--- config.mk ---
export PLATFORM = sky130hd
export DESIGN_NAME = temp_average_digit_formatter_top
export DESIGN_NICKNAME = d
export VERILOG_FILES = /design/src/hdl/tadf_pkg.sv /design/src/hdl/tadf_accum.sv /design/src/hdl/tadf_int_split.sv /design/src/hdl/tadf_frac_split.sv /design/src/hdl/temp_average_digit_formatter_top.sv
export SDC_FILE = /design/constraint.sdc
export NUM_CORES = 1
export LEC_CHECK = 0
export ABC_AREA = 1
export BUFFER_PORTS_ARGS = -buffer_cell sky130_fd_sc_hd__buf_2
export CORE_MARGIN = 10
export CORE_UTILIZATION = 50
export DETAILED_ROUTE_END_ITERATION = 8
export PLACE_DENSITY = 0.77
export SYNTH_ARGS = -nofsm -noshare
export SYNTH_HDL_FRONTEND = slang
export SYNTH_HIERARCHICAL = 1
export SYNTH_SLANG_ARGS = --single-unit
--- constraint.sdc ---
create_clock -name clk -period 10.2 [get_ports clk]
set_clock_uncertainty 0.2 [all_clocks]
set_input_delay 1.02 -clock clk [delete_from_list [all_inputs] [get_ports clk]]
set_output_delay 1.02 -clock clk [all_outputs]
set_load 0.005 [all_outputs]
--- src/hdl/tadf_pkg.sv ---
// Shared types and constants for the temperature average digit formatter.
`default_nettype none

package tadf_pkg;

	localparam int CODE_W  = 16;
	localparam int SUM_W   = 19;
	localparam int MILLI_W = 18;
	localparam int INT_W   = 9;
	localparam int FRAC_W  = 10;

	// floor(x / 1000) == (x * RECIP_1000) >> RECIP_SHIFT for every x below 493447
	localparam int RECIP_SHIFT = 28;
	localparam logic [18:0] RECIP_1000 = 19'd268436;

	localparam logic [4:0] TENS_MAX = 5'd9;

	typedef struct packed {
		logic               neg;
		logic [MILLI_W-1:0] milli;
	} scaled_t;

	typedef struct packed {
		logic              neg;
		logic [4:0]        tens;
		logic [3:0]        units;
		logic [FRAC_W-1:0] frac;
		logic              int_changed;
		logic              too_large;
	} int_split_t;

	typedef struct packed {
		logic       neg;
		logic [4:0] tens;
		logic [3:0] units;
		logic [3:0] tenths;
		logic [3:0] hundredths;
		logic [3:0] thousandths;
		logic       int_changed;
		logic       frac_changed;
		logic       too_large;
	} result_t;

endpackage

`default_nettype wire

--- src/hdl/tadf_accum.sv ---
// Sample history, five-sample sum and scaling to thousandths of a degree.
`default_nettype none

module tadf_accum (
	input  logic                        clk,
	input  logic                        arst_n,
	input  logic                        in_valid,
	output logic                        in_ready,
	input  logic signed [15:0]          raw_code,
	output logic                        s1_valid,
	input  logic                        s1_ready,
	output tadf_pkg::scaled_t           s1_data
);

	logic signed [15:0]             hist_q [4];
	logic signed [tadf_pkg::SUM_W-1:0] sum;
	logic [tadf_pkg::SUM_W-1:0]     mag_full;
	logic [tadf_pkg::MILLI_W-1:0]   mag;
	logic [22:0]                    mag_ext;
	logic [22:0]                    mag_x25;
	logic                           take;
	logic                           valid_s1;
	tadf_pkg::scaled_t              data_s1;

	assign in_ready = !valid_s1 || s1_ready;
	assign take     = in_valid && in_ready;

	always_comb begin
		sum = 19'(raw_code) + 19'(hist_q[0]) + 19'(hist_q[1])
			+ 19'(hist_q[2]) + 19'(hist_q[3]);
		mag_full = sum[tadf_pkg::SUM_W-1] ? 19'(-sum) : 19'(sum);
		mag      = mag_full[tadf_pkg::MILLI_W-1:0];
		mag_ext  = {5'd0, mag};
		// times 25 as 16 + 8 + 1, then drop four bits for the divide by 16
		mag_x25  = (mag_ext << 4) + (mag_ext << 3) + mag_ext;
	end

	always_ff @(posedge clk or negedge arst_n) begin
		if (!arst_n) begin
			for (int i = 0; i < 4; i++) begin
				hist_q[i] <= '0;
			end
			valid_s1 <= 1'b0;
		end else begin
			if (take) begin
				hist_q[3] <= hist_q[2];
				hist_q[2] <= hist_q[1];
				hist_q[1] <= hist_q[0];
				hist_q[0] <= raw_code;
			end
			if (in_ready) begin
				valid_s1 <= in_valid;
			end
		end
	end

	always_ff @(posedge clk) begin
		if (take) begin
			data_s1.neg   <= sum[tadf_pkg::SUM_W-1];
			data_s1.milli <= mag_x25[21:4];
		end
	end

	assign s1_valid = valid_s1;
	assign s1_data  = data_s1;

endmodule

`default_nettype wire

--- src/hdl/tadf_int_split.sv ---
// Split into integer degrees and thousandths remainder, track integer change.
`default_nettype none

module tadf_int_split (
	input  logic                 clk,
	input  logic                 arst_n,
	input  logic                 s1_valid,
	output logic                 s1_ready,
	input  tadf_pkg::scaled_t    s1_data,
	output logic                 s3_valid,
	input  logic                 s3_ready,
	output tadf_pkg::int_split_t s3_data
);

	logic                           valid_s2;
	logic                           neg_s2;
	logic [tadf_pkg::MILLI_W-1:0]   milli_s2;
	logic [tadf_pkg::INT_W-1:0]     int_s2;
	logic                           valid_s3;
	tadf_pkg::int_split_t           data_s3;
	logic [tadf_pkg::INT_W-1:0]     last_int_q;

	logic [36:0]                    prod;
	logic                           ready_s3;
	logic                           move_s3;
	logic [tadf_pkg::MILLI_W-1:0]   int_x1000;
	logic [tadf_pkg::MILLI_W-1:0]   frac_full;
	logic [15:0]                    int_x205;
	logic [4:0]                     tens;
	logic [8:0]                     tens_x10;
	logic [8:0]                     units_full;

	assign ready_s3 = !valid_s3 || s3_ready;
	assign s1_ready = !valid_s2 || ready_s3;
	assign move_s3  = valid_s2 && ready_s3;

	assign prod = 37'(s1_data.milli) * 37'(tadf_pkg::RECIP_1000);

	always_comb begin
		int_x1000  = 18'(int_s2) * 18'd1000;
		frac_full  = milli_s2 - int_x1000;
		int_x205   = 16'(int_s2) * 16'd205;
		tens       = int_x205[15:11];
		tens_x10   = 9'(tens) * 9'd10;
		units_full = int_s2 - tens_x10;
	end

	always_ff @(posedge clk or negedge arst_n) begin
		if (!arst_n) begin
			valid_s2   <= 1'b0;
			valid_s3   <= 1'b0;
			last_int_q <= '0;
		end else begin
			if (s1_ready) begin
				valid_s2 <= s1_valid;
			end
			if (ready_s3) begin
				valid_s3 <= valid_s2;
			end
			if (move_s3) begin
				last_int_q <= int_s2;
			end
		end
	end

	always_ff @(posedge clk) begin
		if (s1_valid && s1_ready) begin
			neg_s2   <= s1_data.neg;
			milli_s2 <= s1_data.milli;
			int_s2   <= prod[36:28];
		end
		if (move_s3) begin
			data_s3.neg         <= neg_s2;
			data_s3.tens        <= tens;
			data_s3.units       <= units_full[3:0];
			data_s3.frac        <= frac_full[tadf_pkg::FRAC_W-1:0];
			data_s3.int_changed <= (int_s2 != last_int_q);
			data_s3.too_large   <= (tens > tadf_pkg::TENS_MAX);
		end
	end

	assign s3_valid = valid_s3;
	assign s3_data  = data_s3;

endmodule

`default_nettype wire

--- src/hdl/tadf_frac_split.sv ---
// Split the thousandths remainder into three digits, track fraction change.
`default_nettype none

module tadf_frac_split (
	input  logic                 clk,
	input  logic                 arst_n,
	input  logic                 s3_valid,
	output logic                 s3_ready,
	input  tadf_pkg::int_split_t s3_data,
	output logic                 s4_valid,
	input  logic                 s4_ready,
	output tadf_pkg::result_t    s4_data
);

	logic                         valid_s4;
	tadf_pkg::result_t            data_s4;
	logic [tadf_pkg::FRAC_W-1:0]  last_frac_q;
	logic                         move_s4;
	logic [15:0]                  frac_x41;
	logic [3:0]                   tenths;
	logic [9:0]                   tenths_x100;
	logic [9:0]                   rem100_full;
	logic [6:0]                   rem100;
	logic [14:0]                  rem_x205;
	logic [3:0]                   hund;
	logic [6:0]                   hund_x10;
	logic [6:0]                   thou_full;

	assign s3_ready = !valid_s4 || s4_ready;
	assign move_s4  = s3_valid && s3_ready;

	always_comb begin
		frac_x41    = 16'(s3_data.frac) * 16'd41;
		tenths      = frac_x41[15:12];
		tenths_x100 = 10'(tenths) * 10'd100;
		rem100_full = s3_data.frac - tenths_x100;
		rem100      = rem100_full[6:0];
		rem_x205    = 15'(rem100) * 15'd205;
		hund        = rem_x205[14:11];
		hund_x10    = 7'(hund) * 7'd10;
		thou_full   = rem100 - hund_x10;
	end

	always_ff @(posedge clk or negedge arst_n) begin
		if (!arst_n) begin
			valid_s4    <= 1'b0;
			last_frac_q <= '0;
		end else begin
			if (s3_ready) begin
				valid_s4 <= s3_valid;
			end
			if (move_s4) begin
				last_frac_q <= s3_data.frac;
			end
		end
	end

	always_ff @(posedge clk) begin
		if (move_s4) begin
			data_s4.neg          <= s3_data.neg;
			data_s4.tens         <= s3_data.tens;
			data_s4.units        <= s3_data.units;
			data_s4.tenths       <= tenths;
			data_s4.hundredths   <= hund;
			data_s4.thousandths  <= thou_full[3:0];
			data_s4.int_changed  <= s3_data.int_changed;
			data_s4.frac_changed <= (s3_data.frac != last_frac_q);
			data_s4.too_large    <= s3_data.too_large;
		end
	end

	assign s4_valid = valid_s4;
	assign s4_data  = data_s4;

endmodule

`default_nettype wire

--- src/hdl/temp_average_digit_formatter_top.sv ---
// Top level: five-sample temperature average split into display digits.
//
//   channel | handshake           | payload
//   --------+---------------------+------------------------------------------
//   input   | in_valid / in_ready | raw_code (signed 16b, 1/128 degree)
//   output  | out_valid/out_ready | is_negative, tens..thousandths digits,
//           |                     | integer_changed, fraction_changed, too_large
//
// Four register stages: sum and scale, divide by 1000, integer digits,
// fraction digits. One request is taken every cycle while the output is not
// stalled; out_valid rises once a taken request has passed stages two to four.
// Each stage holds while the one after it is full and stalled, so bubbles
// collapse and in_ready drops only when all four stages are full.
// Reset clears the history, the previous integer and fraction parts and all valid bits.
`default_nettype none

module temp_average_digit_formatter_top (
	input  logic               clk,
	input  logic               arst_n,
	input  logic               in_valid,
	output logic               in_ready,
	input  logic signed [15:0] raw_code,
	output logic               out_valid,
	input  logic               out_ready,
	output logic               is_negative,
	output logic [4:0]         tens_digit,
	output logic [3:0]         units_digit,
	output logic [3:0]         tenths_digit,
	output logic [3:0]         hundredths_digit,
	output logic [3:0]         thousandths_digit,
	output logic               integer_changed,
	output logic               fraction_changed,
	output logic               too_large
);

	logic                 s1_valid;
	logic                 s1_ready;
	tadf_pkg::scaled_t    s1_data;
	logic                 s3_valid;
	logic                 s3_ready;
	tadf_pkg::int_split_t s3_data;
	tadf_pkg::result_t    res;

	// advance the sample history and form the scaled magnitude
	tadf_accum u_accum (
		.clk      (clk),
		.arst_n   (arst_n),
		.in_valid (in_valid),
		.in_ready (in_ready),
		.raw_code (raw_code),
		.s1_valid (s1_valid),
		.s1_ready (s1_ready),
		.s1_data  (s1_data)
	);

	// whole degrees, their two digits and the change against the last request
	tadf_int_split u_int_split (
		.clk      (clk),
		.arst_n   (arst_n),
		.s1_valid (s1_valid),
		.s1_ready (s1_ready),
		.s1_data  (s1_data),
		.s3_valid (s3_valid),
		.s3_ready (s3_ready),
		.s3_data  (s3_data)
	);

	// fraction digits; the final stage doubles as the output register
	tadf_frac_split u_frac_split (
		.clk      (clk),
		.arst_n   (arst_n),
		.s3_valid (s3_valid),
		.s3_ready (s3_ready),
		.s3_data  (s3_data),
		.s4_valid (out_valid),
		.s4_ready (out_ready),
		.s4_data  (res)
	);

	assign is_negative       = res.neg;
	assign tens_digit        = res.tens;
	assign units_digit       = res.units;
	assign tenths_digit      = res.tenths;
	assign hundredths_digit  = res.hundredths;
	assign thousandths_digit = res.thousandths;
	assign integer_changed   = res.int_changed;
	assign fraction_changed  = res.frac_changed;
	assign too_large         = res.too_large;

endmodule

`default_nettype wire

==> impl_results.md, run 1 <==
- Clock buffer depth: 2
- Top_reg_cell synth: dfrtp_1
- CTS clk-pin slew, worst paths: 0.07 ns
- Fmax: 124 MHz
- Max-slew violations: 0
- Core area: 37,500 um2
- CP max FO: 6
- Clk Tree Root Cell: clkbuf_16
- GPL Wtd Cong: 0.928
- # IOs: 47
- Number of synthesized flops with an enable pin: 86
- H-tree lvl count: 4
- Area leader, netlist: ha_1
- Vias per inst: 5.00
- Site row count: 71
- Pre-CTS setup slack: 2.15 ns
- Crit path largest cell delay: 0.55 ns
- CP startpoint kind: flip-flop
- Initial Util: 50.5%
- PortBufs: 46
- Setup bufs post-CTS: 0
- Mapped Cells: 2,273
- Syn_nets: 2,749
- DRT Wirelength: 37,900 um
- GRT Total Usage: 17.0%
- Hold WC Path Type: flip-flop to flip-flop
- R2R depth: 38
- Warnings from Yosys: 6
- CTS sink cnt: 173
- Sequential cell area fraction in the yosys report: 25.1%
- Cts repair resizes: 0
- Status: complete, no violations
- Vias in the first global route: 14,670
- CTS tree: yes
- Vias: 14,226
- GRT overflow: 0
- Setup crit end kind: flip-flop
- Slowest-stage cell, CP: edfxtp_1
- CP arrival: 8.06 ns
- Max Cap Viol: 0
- Wire per inst: 13.3 um
- Post-Syn Area: 18,900 um2
- Skew-Pair Late Insertion Delay: 0.44 ns
- Post-detailed-route count of antenna-violating nets: 0
- Die Width: 215 um
- Largest net degree at the start of global routing: 94
- Num CTS Buffers: 17
- Mean Syn Cell Area: 8.33 um2
- Yosys reg bits: 173
- Nets: 2,798
- Cell variety after synth: 48
- Die Y: 215 um
- Pin slew with the least headroom to its limit: 1.02 ns
- Finish-stage setup viols: 0
- P&R area growth vs syn: 7.11%
- Critical path class: flip-flop to flip-flop
- PnR worst setup slack: 2.16 ns
- Minimum clock period: 8.04 ns
- RSZ-0062 raised after global routing: false
- Antenna cells: 0
- Share of layout cells above drive strength 1: 7.07%
- Wire length of the first global-routing pass: 66,500 um
- Final HPWL DP: 31,300 um
- Endpoints failing hold: 0
- Number of hold buffers added after cts: 0
- Final Core Density: 54.1%
- Slew margin rel.: 31.7%
- Residual DRC: 0
- Dominant cells by area after synthesis: ha_1, fa_1, edfxtp_1, dfrtp_1, inv_1
- Most used cell along the critical path: nand2_1
- Critical Path RT: 10.21 ns
- Layout fillers: 3,343
- Initial antenna violation count: 0
- WHS Path Cells: 0
- DRT iter0 DRCs: 730
- Post-synth ARST share: 50.3%
- Die ar.: 46,100 um2
- TNS Setup: 0 ns
- Drt pass-1 iters: 5
- Final period util: 78.9%
- Top cell type's share of synthesized area: 20.9%
synth_stat cells (all sizes together), types with 3 or more instances:
library cell,instances
a21oi,70
nand3b,6
nand2,542
nor2,111
or2,3
inv,534
edfxtp,86
a31oi,4
dfrtp,87
xnor2,25
nand4,16
nor4,7
xor2,46
ha,317
nor3,16
fa,139
buf,3
o21ai,107
nand3,107
a21o,3
clkbuf,16
o21bai,14
area by class of cell:
class | instances | area, um2 | area share, %
Clock buffer | 19 | 433 | 2.13
Clock inverter | 13 | 111 | 0.549
Inverter | 534 | 2000 | 9.88
Multi-Input combinational cell | 1547 | 12100 | 59.6
Sequential cell | 173 | 4760 | 23.5
Tap cell | 511 | 639 | 3.15
Timing Repair Buffer | 49 | 255 | 1.26
final timing paths:
path / startpoint / to / slack (ns)
min: u_int_split/s3_data[13]$_DFFE_PP_ / u_frac_split/s4_data[16]$_DFFE_PP_ / 0.22
max in group asynchronous: arst_n / u_int_split/last_int_q[3]$_DFFE_PN0P_ / 8.37
max reg2reg: u_int_split/s3_data[8]$_DFFE_PP_ / u_frac_split/s4_data[6]$_DFFE_PP_ / 2.16
max: u_int_split/s3_data[8]$_DFFE_PP_ / u_frac_split/s4_data[6]$_DFFE_PP_ / 2.16
min in group asynchronous: arst_n / u_accum/hist_q[28]$_DFFE_PN0P_ / 0.24
min reg2reg: u_int_split/s3_data[13]$_DFFE_PP_ / u_frac_split/s4_data[16]$_DFFE_PP_ / 0.22
flip-flops by register name, summed over array words and instances (netlist names):
name                      cells
u_accum/hist_q               64
u_frac_split/s4_data         25
u_int_split/s3_data          22
u_accum/s1_data              19
u_frac_split/last_frac_q     10
u_int_split/milli_s2         10
u_int_split/int_s2            9
u_int_split/last_int_q        9
u_accum/s1_valid              1
u_frac_split/s4_valid         1
u_int_split/neg_s2            1
u_int_split/s3_valid          1
u_int_split/valid_s2          1
cell families (layout without fill, tap and decap cells):
logic type               after synthesis  after routing  share of synthesized area (%)
AO/OA/AOI/OAI                        209            209                           6.06
adder cells (fa/ha/maj)              456            456                           35.6
XOR/XNOR                              71             71                           3.50
AND/OR/NAND/NOR                      811            811                           18.6
buffers and inverters                553            615                           11.1
flip-flops                           173            173                           25.1
metal layers:
| layer | GRT usage (%) | routed length (um) | up-vias |
|---|---|---|---|
| li1 | - | - | 7221 |
| met1 | 21.1 | 17400 | 6764 |
| met2 | 30.5 | 18800 | 210 |
| met3 | 2.64 | 1240 | 31 |
| met4 | 3.52 | 430 | 0 |
| met5 | 0 | 0 | - |
critical path: cells and delay by family (launching register included):
family          cells  cell delay [ns]
fa+ha+maj          13             4.57
compound gates      4             0.71
flops               1             0.55
simple gates       14             1.30
buf+inv             6             0.29
xor+xnor            1             0.19
through the flow:
stage,cells,instance area (um2),hold slack (ns)
after CTS,2846,20300,0.221
final,2846,20300,0.219
after detailed placement,2814,19700,0.205
after floorplan,2273,18900,0.200
after global placement,2814,19700,0.201
after global routing,2846,20300,0.227
cell usage in the layout (no fill, tap or decap), drive strengths merged, types with 2 or more instances in the layout:
cell      netlist  routed
clkinvlp        0       3
and2            2       2
nand3b          6       6
ha            317     317
nand4          16      16
nand2         542     542
o21bai         14      14
a21boi          2       2
o21ai         107     107
clkbuf         16      19
or2             3       3
buf             3      49
a21o            3       3
nor4            7       7
edfxtp         86      86
dfrtp          87      87
nor3           16      16
xor2           46      46
o211ai          2       2
nand3         107     107
a21oi          70      70
o21a            2       2
nor2          111     111
fa            139     139
clkinv          0       6
a31oi           4       4
inv           534     538
xnor2          25      25
Power of run 1 is not shown: default switching activity piles up to over one toggle a cycle in this logic, so the estimate is an artifact.
==> inputs of run 2 (changes only) <==
==> constraint.sdc (replaced) <==
create_clock -name clk -period 8.3 [get_ports clk]
set_clock_uncertainty 0.2 [all_clocks]
set_input_delay 0.83 -clock clk [delete_from_list [all_inputs] [get_ports clk]]
set_output_delay 0.83 -clock clk [all_outputs]
set_load 0.005 [all_outputs]
==> impl_results.md, run 2 (synthesized netlist as in run 1, its figures left out) <==
- Max Cap Viol: 0
- Layout fillers: 3,320
- Final instance area: 20,400 um2
- Vias in the first global route: 14,795
- Drt pass-1 iters: 6
- Crit path largest cell delay: 0.50 ns
- Largest reg by FF count: u_accum/hist_q
- Number of hold buffers added after cts: 0
- Worst R2R Setup Slack: 0.42 ns
- Initial Util: 50.5%
- Residual DRC: 0
- Critical path class: flip-flop to flip-flop
- Hold WC Path Type: input pin to asynchronous set/reset pin
- Minimum clock period: 7.88 ns
- Most used cell along the critical path: nand2_1
- Slew margin rel.: 33.0%
- Slowest-stage cell, CP: fa_1
- GRT overflow: 0
- RR Endpoint: u_frac_split/s4_data[6]$_DFFE_PP_
- Die Y: 215 um
- P&R area growth vs syn: 7.79%
- Die Width: 215 um
- Reg2reg start: u_int_split/s3_data[8]$_DFFE_PP_
- Post-DP Area: 19,800 um2
- Endpoints failing hold: 0
- Largest net degree at the start of global routing: 94
- R2R depth: 45
- Most common cell after layout, fill and taps aside: inv_1
- Setup crit end kind: flip-flop
- Vias per inst: 5.04
- DRT Wirelength: 37,700 um
- Pre-CTS setup slack: 0.244 ns
- Wire length of the first global-routing pass: 66,700 um
- CP startpoint kind: flip-flop
- PnR worst setup slack: 0.417 ns
- Site row count: 71
- Pin slew with the least headroom to its limit: 1.00 ns
- Core area: 37,500 um2
- CTS tree: yes
- Antenna cells: 0
- CTS sink cnt: 173
- GRT Total Usage: 17.0%
- CP arrival: 7.90 ns
- Max-slew violations: 0
- CTS clk-pin slew, worst paths: 0.08 ns
- PortBufs: 46
- CP max FO: 4
- Vias: 14,370
- Post-detailed-route count of antenna-violating nets: 0
- GPL Wtd Cong: 0.913
- Skew-Pair Late Insertion Delay: 0.45 ns
- Final period util: 95.0%
- Final Core Density: 54.5%
- Die ar.: 46,100 um2
- Nets: 2,806
- CP startpoint: u_int_split/s3_data[8]$_DFFE_PP_
- Final HPWL DP: 31,100 um
- Status: complete, no violations
- Initial antenna violation count: 0
- Clk Tree Root Cell: clkbuf_16
- Commonest cells after routing, fill and taps aside: inv_1, nand2_1, ha_1, fa_1, o21ai_0
- Num CTS Buffers: 17
- Finish-stage setup viols: 0
- Max reg flops: 64
- H-tree lvl count: 4
- Wire per inst: 13.2 um
- Fmax: 127 MHz
- DRT iter0 DRCs: 821
- # IOs: 47
- Clock buffer depth: 2
- Share of layout cells above drive strength 1: 7.60%
- Critical Path RT: 8.32 ns
-- run 2: cell types whose count changed in the layout (fill, tap and decap cells not counted), sizes merged --
| cell | delta |
|---|---|
| buf | +8 |
| clkinv | +3 |
| inv | +1 |
| clkbuf | -2 |
| clkinvlp | -2 |
-- run 2: per-stage QoR --
stage / std cells / TNS [ns] / hold slack [ns]
4_1_cts: 2847 / 0 / 0.0909
3_3_place_gp: 2815 / 0 / 0.201
5_1_grt: 2854 / -0.0114 / 0.101
3_5_place_dp: 2815 / 0 / 0.205
6_report: 2854 / 0 / 0.0926
2_1_floorplan: 2273 / 0 / 0.200
-- run 2: worst max path at each step --
stage	to	slack (ns)	depth (start not counted)
after floorplan	u_frac_split/s4_data[6]$_DFFE_PP_	0.90	40
after global placement	u_frac_split/s4_data[6]$_DFFE_PP_	0.51	40
after detailed placement	u_frac_split/s4_data[6]$_DFFE_PP_	0.24	40
after CTS	u_frac_split/s4_data[6]$_DFFE_PP_	0.21	40
after global routing	u_frac_split/s4_data[6]$_DFFE_PP_	-0.01	38
final	u_frac_split/s4_data[6]$_DFFE_PP_	0.42	45
-- run 2: critical path: cells and delay by family (launching register included) --
family / cells / cell delay, ns
compound gates: 3 / 0.46
xor+xnor: 2 / 0.31
fa+ha+maj: 13 / 4.14
buf+inv: 7 / 0.47
flops: 1 / 0.42
simple gates: 20 / 1.63
-- run 2: layout make-up --
| cell class | count | area (um2) | share of cell area, % |
|---|---|---|---|
| multi-input cells | 1547 | 12100 | 59.3 |
| flip-flops and latches | 173 | 4760 | 23.3 |
| inverters | 534 | 2000 | 9.82 |
| well taps | 511 | 639 | 3.13 |
| clock buffers | 17 | 425 | 2.08 |
| repair buffers | 57 | 315 | 1.54 |
| clock inverters | 15 | 173 | 0.846 |
-- run 2: routing by layer --
metal	vias to the layer above	routed length [um]	GRT usage, %
met5	-	0	0
met2	265	18800	30.3
li1	7246	-	-
met3	52	1440	2.69
met4	0	593	4.30
met1	6807	16800	20.8
-- run 2: repair_timing --
item                                    in CTS  in global routing
endpoints found under the hold margin        0                  0
endpoints found under the setup margin       0                  1
buffers inserted                             0                  7
gates resized for setup                      0                  3
Power of run 2 is left out for the same reason.
==> inputs of run 3 (changes only) <==
--- a/config.mk
+++ b/config.mk
@@ -7,7 +7,6 @@
 export LEC_CHECK = 0
 export ABC_AREA = 1
 export BUFFER_PORTS_ARGS = -buffer_cell sky130_fd_sc_hd__buf_2
-export CORE_MARGIN = 10
 export CORE_UTILIZATION = 50
 export DETAILED_ROUTE_END_ITERATION = 8
 export PLACE_DENSITY = 0.77
==> impl_results.md, run 3 (synthesized netlist as in run 1, its figures left out) <==
- Worst R2R Setup Slack: 0.34 ns
- Setup crit end kind: flip-flop
- Largest net degree at the start of global routing: 94
- # IOs: 47
- Final HPWL DP: 30,800 um
- Die ar.: 38,700 um2
- Largest reg by FF count: u_accum/hist_q
- Die Y: 197 um
- Final period util: 95.9%
- Most common cell after layout, fill and taps aside: inv_1
- PnR worst setup slack: 0.341 ns
- Wire length of the first global-routing pass: 65,100 um
- Nets: 2,806
- CP startpoint: u_int_split/s3_data[8]$_DFFE_PP_
- Drt pass-1 iters: 5
- GRT Total Usage: 20.7%
- Share of layout cells above drive strength 1: 7.98%
- CP max FO: 5
- GPL Wtd Cong: 0.893
- CP startpoint kind: flip-flop
- Vias: 14,295
- P&R area growth vs syn: 8.18%
- Slew margin rel.: 30.0%
- PortBufs: 46
- Status: complete, no violations
- Finish-stage setup viols: 0
- CTS sink cnt: 173
- Reg2reg start: u_int_split/s3_data[8]$_DFFE_PP_
- Initial Util: 51.2%
- Most used cell along the critical path: nand2_1
- Max-slew violations: 0
- Clk Tree Root Cell: clkbuf_16
- Commonest cells after routing, fill and taps aside: inv_1, nand2_1, ha_1, fa_1, o21ai_0
- CTS clk-pin slew, worst paths: 0.08 ns
- Endpoints failing hold: 0
- Vias per inst: 5.02
- Post-detailed-route count of antenna-violating nets: 0
- H-tree lvl count: 4
- Critical Path RT: 8.32 ns
- CP arrival: 7.98 ns
- Core area: 37,000 um2
- DRT iter0 DRCs: 853
- Hold WC Path Type: input pin to asynchronous set/reset pin
- Skew-Pair Late Insertion Delay: 0.46 ns
- Slowest-stage cell, CP: fa_1
- R2R depth: 45
- Vias in the first global route: 14,532
- Max reg flops: 64
- Num CTS Buffers: 17
- Critical path class: flip-flop to flip-flop
- Crit path largest cell delay: 0.51 ns
- Wire per inst: 13.2 um
- Site row count: 70
- Max Cap Viol: 0
- Clock buffer depth: 2
- RR Endpoint: u_frac_split/s4_data[6]$_DFFE_PP_
- Pre-CTS setup slack: 0.205 ns
- Pin slew with the least headroom to its limit: 1.05 ns
- Minimum clock period: 7.96 ns
- GRT overflow: 0
- Initial antenna violation count: 1
- Residual DRC: 0
- Crit path capture: u_frac_split/s4_data[6]$_DFFE_PP_
- Fmax: 126 MHz
- DRT Wirelength: 37,500 um
- Die Width: 197 um
- CTS tree: yes
-- run 3: worst max-delay path, delay by kind of cell, from the launching register on --
family	cells	cell delay [ns]
xor gates and xnor gates	2	0.38
buffers and inverters	7	0.53
AOI/OAI and AO/OA	3	0.42
and+or+nand+nor	20	1.59
adders and majority gates	13	4.11
DFF	1	0.50
-- run 3: worst min path at each step --
stage | startpoint | to | slack (ns) | depth (start not counted)
detailed placement | u_int_split/s3_data[15]$_DFFE_PP_ | u_frac_split/s4_data[18]$_DFFE_PP_ | 0.21 | 0
global route | arst_n | u_accum/hist_q[29]$_DFFE_PN0P_ | 0.05 | 1
global placement | u_int_split/s3_data[12]$_DFFE_PP_ | u_frac_split/s4_data[15]$_DFFE_PP_ | 0.20 | 0
floorplan | u_int_split/s3_data[0]$_DFFE_PP_ | u_frac_split/s4_data[0]$_DFFE_PP_ | 0.20 | 0
CTS | arst_n | u_accum/hist_q[29]$_DFFE_PN0P_ | 0.03 | 1
finish | arst_n | u_accum/hist_q[29]$_DFFE_PN0P_ | 0.05 | 1
-- run 3: area by class of cell --
| cell class | count | area [um2] |
|---|---|---|
| fillers | 3250 | 16500 |
| multi-input cells | 1547 | 12200 |
| flip-flops and latches | 173 | 4760 |
| inverters | 534 | 2000 |
| well taps | 504 | 631 |
| clock buffers | 17 | 425 |
| repair buffers | 57 | 315 |
| clock inverters | 15 | 188 |
| diodes | 1 | 2.50 |
-- run 3: routing by layer --
metal	track usage (%)	routed length (um)
met1	25.4	17000
met2	37.5	18700
met3	2.94	1200
met4	6.09	662
met5	0	0
-- run 3: per-stage QoR --
step	setup TNS, ns	utilization [%]	instance area [um2]	std cells	hold WS [ns]
2_1_floorplan	0	-	18900	2273	0.200
3_3_place_gp	0	53.4	19700	2808	0.202
3_5_place_dp	0	53.4	19700	2808	0.206
4_1_cts	0	55.1	20400	2840	0.0289
5_1_grt	-0.106	55.4	20500	2848	0.0489
6_report	0	55.4	20500	2848	0.0491
-- run 3: timing repair --
action                     in CTS  in global routing
hold buffers                    0                  0
setup endpoints to repair       0                  1
resized for setup               0                 11
setup buffers                   0                  7
Power of run 3 is left out for the same reason.
